$ cat src/hw/rtl/qfx_recip.sv
// ----------------------------------------------------------------------------
// Pipelined reciprocal divider
// Restoring division of 2^(2*FRAC) by a 32-bit magnitude, one quotient bit
// per stage, with side-band data carried along.
// ----------------------------------------------------------------------------
module qfx_recip #(
    parameter int unsigned FRAC  = 14,
    parameter int unsigned SIDEW = 68
) (
    input  logic               i_clk,
    input  logic               i_rst_n,
    input  logic               i_valid,
    input  logic [31:0]        i_mag,
    input  logic [SIDEW-1:0]   i_side,
    output logic               o_valid,
    output logic [31:0]        o_quot,
    output logic [SIDEW-1:0]   o_side
);
    localparam int unsigned NBits = 2 * FRAC + 1;
    localparam int unsigned QW    = NBits;

    logic             r_v    [NBits+1];
    logic [32:0]      r_rem  [NBits+1];
    logic [QW-1:0]    r_q    [NBits+1];
    logic [31:0]      r_mag  [NBits+1];
    logic [SIDEW-1:0] r_side [NBits+1];

    always_comb begin
        r_v[0]    = i_valid;
        r_rem[0]  = '0;
        r_q[0]    = '0;
        r_mag[0]  = i_mag;
        r_side[0] = i_side;
    end

    for (genvar s = 0; s < NBits; s++) begin : g_stage
        logic        dividend_bit;
        logic [33:0] n_shift;
        logic [33:0] n_diff;
        assign dividend_bit = (s == 0) ? 1'b1 : 1'b0;
        assign n_shift = {r_rem[s], dividend_bit};
        assign n_diff  = n_shift - {2'b00, r_mag[s]};
        always_ff @(posedge i_clk) begin
            if (!i_rst_n) begin
                r_v[s+1] <= 1'b0;
            end else begin
                r_v[s+1] <= r_v[s];
            end
            r_mag[s+1]  <= r_mag[s];
            r_side[s+1] <= r_side[s];
            if (!n_diff[33]) begin
                r_rem[s+1] <= n_diff[32:0];
                r_q[s+1]   <= {r_q[s][QW-2:0], 1'b1};
            end else begin
                r_rem[s+1] <= n_shift[32:0];
                r_q[s+1]   <= {r_q[s][QW-2:0], 1'b0};
            end
        end
    end

    assign o_valid = r_v[NBits];
    assign o_side  = r_side[NBits];
    if (QW >= 32) begin : g_wide
        assign o_quot = r_q[NBits][31:0];
    end else begin : g_narrow
        assign o_quot = {{(32-QW){1'b0}}, r_q[NBits]};
    end

endmodule

$ cat config.mk
export PLATFORM = sky130hd
export DESIGN_NAME = qfx_recip
export DESIGN_NICKNAME = d
export VERILOG_FILES = /design/src/hw/rtl/qfx_recip.sv
export SDC_FILE = /design/constraint.sdc
export NUM_CORES = 2
export LEC_CHECK = 0
export ABC_CLOCK_PERIOD_IN_PS = 3500
export BUFFER_PORTS_ARGS = -buffer_cell sky130_fd_sc_hd__buf_2
export CAP_MARGIN = 20
export CELL_PAD_IN_SITES_DETAIL_PLACEMENT = 1
export CELL_PAD_IN_SITES_GLOBAL_PLACEMENT = 2
export CORE_MARGIN = 3
export CORE_UTILIZATION = 38
export DETAILED_ROUTE_END_ITERATION = 12
export PLACE_DENSITY_LB_ADDON = 0.2
export RECOVER_POWER = 50
export SYNTH_ARGS = -nofsm -noshare
export SYNTH_HDL_FRONTEND = slang
export SYNTH_SLANG_ARGS = --single-unit
$ cat constraint.sdc
create_clock -name i_clk -period 3.5 [get_ports i_clk]
set_clock_uncertainty 0.05 [all_clocks]
set_input_delay 0.175 -clock i_clk [delete_from_list [all_inputs] [get_ports i_clk]]
set_output_delay 0.175 -clock i_clk [all_outputs]
set_load 0.01 [all_outputs]
==> flow_summary.yaml <==
place:
  gp_congestion: 0.861
  preCtsSetupSlack_ns: -0.579
  hpwl_um: 228000
  dp_cells: 18600
  portBuffers: 200
  placed_area_um2: 157000
die:
  die_y_um: 616
  ios: 204
  initial_core_util: 0.382
  die_x_um: 616
  die_area_um2: 379000
  core-area_um2: 370000
  num_rows: 223
global_routing:
  grt_max_degree: 37
  grt.total_usage: 0.168
  grt_pass1_wl_um: 528000
  grt-ovfl-total: 0
  grt_pass1_vias: 101000
  antenna_found_initial: 14
yosys:
  ys_top_cells_by_area: "dfxtp_1 60%, ha_1 7.7%, mux2_2 3.8%, inv_1 2.9%, xnor2_1 2.9%"
  yosysSeqAreaShare: 0.603
  synth.largest_area_cell: "dfxtp_1"
  ys.flop_type: "dfxtp_1"
  syn-cell-area_um2: 141000
  yosys.cell_types.count: 91
  yosys_warnings: 0
  synth-edff-count: 0
  yosys_register_bits: 4256
  synth_top_cell_area_share: 0.603
  synthArstFlopShare: 0
  syn_area_per_cell_um2: 11.3
  synthCells: 12500
critical_path:
  crit_chain: "inv_1, ha_1, a21oi_2, o211ai_1, a221oi_2, nand2_1, o31a_1, a21bo_2, nor3b_4, a2111oi_4, xnor2_4, buf_12, buf_12, buf_12, mux2_4"
  slowest_delay_ns: 0.45
  path_class: "flip-flop to flip-flop"
  critPathMostFrequentCell: "buf_12"
  cp-end-kind: "flip-flop"
  critPathMaxFanout: 8
  startpoint_type: "flip-flop"
  cp_slowest_cell: "a2111oi_4"
  arrival_ns: 4.53
  required_ns: 4.23
routing:
  wire_per_inst_um: 16.8
  drt_iter0_drc: 3246
  vias: 92900
  postRouteAntennaNets: 0
  drc: 0
  wl_um: 334000
  drt-pass1-iter-count: 5
  vias_per_cell: 4.67
sta:
  setup_violations: 154
  hold_violations: 0
  fmax_mhz: 263
  period_minus_slack_ns: 3.80
  finalWorstSetupSlack_ns: -0.295
  fin_crit_sh: 1.08
  tightest_slew_ns: 0.770
  maxSlewHeadroom: 0.487
  rsz0062_at_grt: "yes"
  slew_violations: 0
layout:
  area.growth.synth_to_final_pct: 30.4
  drive_gt1_frac: 0.255
  fin_cells: 19900
  design_area_um2: 184000
  fillCellCount: 38200
  final_util: 0.499
  layout.nets: 15500
clock_network:
  clkLatencyLatePin_ns: 0.95
  htreeDepth: 5
  ctsRootBufferMaster: "clkbuf_16"
  path_clk_slew_ns: 0.06
  clock-sinks: 4256
  cts_tree: "done"
  cts_max_path_buffers: 4
  cts_buffers: 438
min_path:
  min_path_type: "primary input to flip-flop"
power:
  power_per_cell_area_nw_per_um2: 1130
  fin_total_pwr_w: 0.208
  p_leak_nw: 83.5
  vdd_drop_max_uv: 552
run:
  maxCapViolations: 0
run_status:
  status: "finished with violations"
  violations: "setup timing"
power by group:
group	switching (W)	leakage, nW	internal [W]	total, W
Sequential	0.00552	35.9	0.0590	0.0645
Clock	0.0197	7.62	0.0294	0.0491
Combinational	0.0453	40.0	0.0491	0.0944
metrics by stage:
stage / hold slack, ns / TNS (ns)
floorplan: 0.153 / -0.815
global placement: 0.227 / -157.02
detailed placement: 0.229 / -207.70
CTS: 0.0307 / -40.12
global route: 0.114 / -54.45
finish: 0.164 / -22.95
routing by layer:
metal / up-vias / part of all wire / routed length (um) / GRT usage
li1: 46400 / - / - / -
met1: 44700 / 0.44 / 147000 / 0.205
met2: 1097 / 0.49 / 165000 / 0.302
met3: 658 / 0.029 / 9540 / 0.0212
met4: 0 / 0.035 / 11600 / 0.0561
met5: - / 0 / 0 / 0
synth_stat cells (all sizes together) (15+ instances only):
cell type and instances:
a311oi 21, a221oi 21, a221o 18, a31oi 104
buf 160, nor2 468, mux2 485, a21boi 37
fa 27, and2 87, o31ai 67, nand3b 16
nor4 21, mux2i 30, and3 76, nor2b 134
a21o 436, inv 1098, xor2 286, a31o 22
nand2b 164, or2 29, o211ai 35, ha 869
nand4 85, nand3 140, o21bai 83, xnor2 473
a211oi 77, o21a 154, a41oi 22, o31a 32
a2111oi 15, and4 15, a21oi 726, or3 34
o21ai 642, dfxtp 4256, nand2 645, nor3 94
clkbuf 119, a211o 26
cell type report:
cell class                      instances  area [um^2]  area share
Tap cell                             4950         6190      0.0336
Inverter                             1098         4160      0.0226
Sequential cell                      4256        85400       0.463
Multi-Input combinational cell       6883        56600       0.307
Clock buffer                          605        12500      0.0679
Clock inverter                        222         3310      0.0180
Antenna cell                            4         10.0   0.0000543
Timing Repair Buffer                 1850        16200      0.0877
critical path, delay by kind of cell, from the launching register on:
kind	cells	cell delay (ns)
AO/OA/AOI/OAI	6	1.78
multiplexers	1	0.30
adder cells (fa/ha/maj)	1	0.36
XOR/XNOR	1	0.18
buffers and inverters	4	0.43
AND/OR/NAND/NOR	2	0.25
flip-flops	1	0.32
layout by cell type, fill, tap and decap left out, types with 44 or more instances in the layout:
cell type | netlist | final
dfxtp_1 | 4256 | 4128
buf_4 | 109 | 1234
inv_1 | 1093 | 1054
ha_1 | 869 | 753
a21oi_1 | 726 | 633
nand2_1 | 645 | 567
o21ai_0 | 634 | 460
clkbuf_16 | 0 | 460
xnor2_1 | 467 | 458
nor2_1 | 468 | 455
a21o_1 | 436 | 434
mux2_2 | 483 | 314
xor2_1 | 285 | 274
dlygate4sd3_1 | 0 | 205
buf_2 | 34 | 200
mux2_4 | 0 | 171
nand2b_1 | 164 | 163
o21a_1 | 154 | 150
nand3_1 | 140 | 132
dfxtp_2 | 0 | 120
nor2b_1 | 134 | 109
o21ai_2 | 1 | 104
ha_4 | 0 | 100
clkbuf_8 | 0 | 88
a31oi_1 | 104 | 87
nand4_1 | 85 | 85
o21bai_1 | 83 | 80
a21oi_2 | 0 | 78
and2_1 | 87 | 77
clkbuf_1 | 119 | 77
buf_12 | 0 | 77
clkinv_2 | 0 | 75
nor3_1 | 94 | 74
and3_1 | 76 | 73
o21ai_1 | 7 | 72
buf_6 | 1 | 65
a211oi_1 | 76 | 57
bufinv_16 | 0 | 56
clkinvlp_4 | 0 | 44
repair_timing:
item	in CTS	in global routing
setup endpoints to repair	881	870
cloned	44	22
hold endpoints to repair	147	0
gates resized for setup	734	843
hold buffers	205	0
pin swaps	216	343
buffers inserted	122	129
kinds of logic (layout without fill, tap and decap cells):
| logic type | Yosys count | count (layout) | synth area share |
|---|---|---|---|
| AO/OA/AOI/OAI | 2652 | 2652 | 0.119 |
| XOR/XNOR | 759 | 759 | 0.0474 |
| adder cells (fa/ha/maj) | 896 | 896 | 0.0807 |
| buffers and inverters | 1377 | 3775 | 0.0398 |
| flip-flops | 4256 | 4256 | 0.603 |
| multiplexers | 515 | 515 | 0.0407 |
| other | 1 | 23 | 0.0000265 |
| AND/OR/NAND/NOR | 2042 | 2042 | 0.0695 |
final timing paths:
check,start,end,slack [ns],depth (start not counted)
hold reg to reg,r_side[1431]$_DFF_P_,r_side[1363]$_DFF_P_,0.23,0
hold / removal,i_mag[1],g_stage[1].n_shift[3]$_SDFF_PN0_,0.16,5
setup / recovery,r_mag[208]$_DFF_P_,g_stage[24].n_shift[13]$_DFF_P_,-0.30,15
setup reg to reg,r_mag[208]$_DFF_P_,g_stage[24].n_shift[13]$_DFF_P_,-0.30,15
registers in the layout, summed over array words and instances (netlist names):
| name | count |
|---|---|
| o_valid | 1 |
| r_v | 28 |
| g_stage.n_shift | 924 |
| r_side | 1904 |
| r_q | 406 |
| r_mag | 896 |
| o_quot | 29 |
| o_side | 68 |
Note: power is estimated with default switching activity, not from simulation.
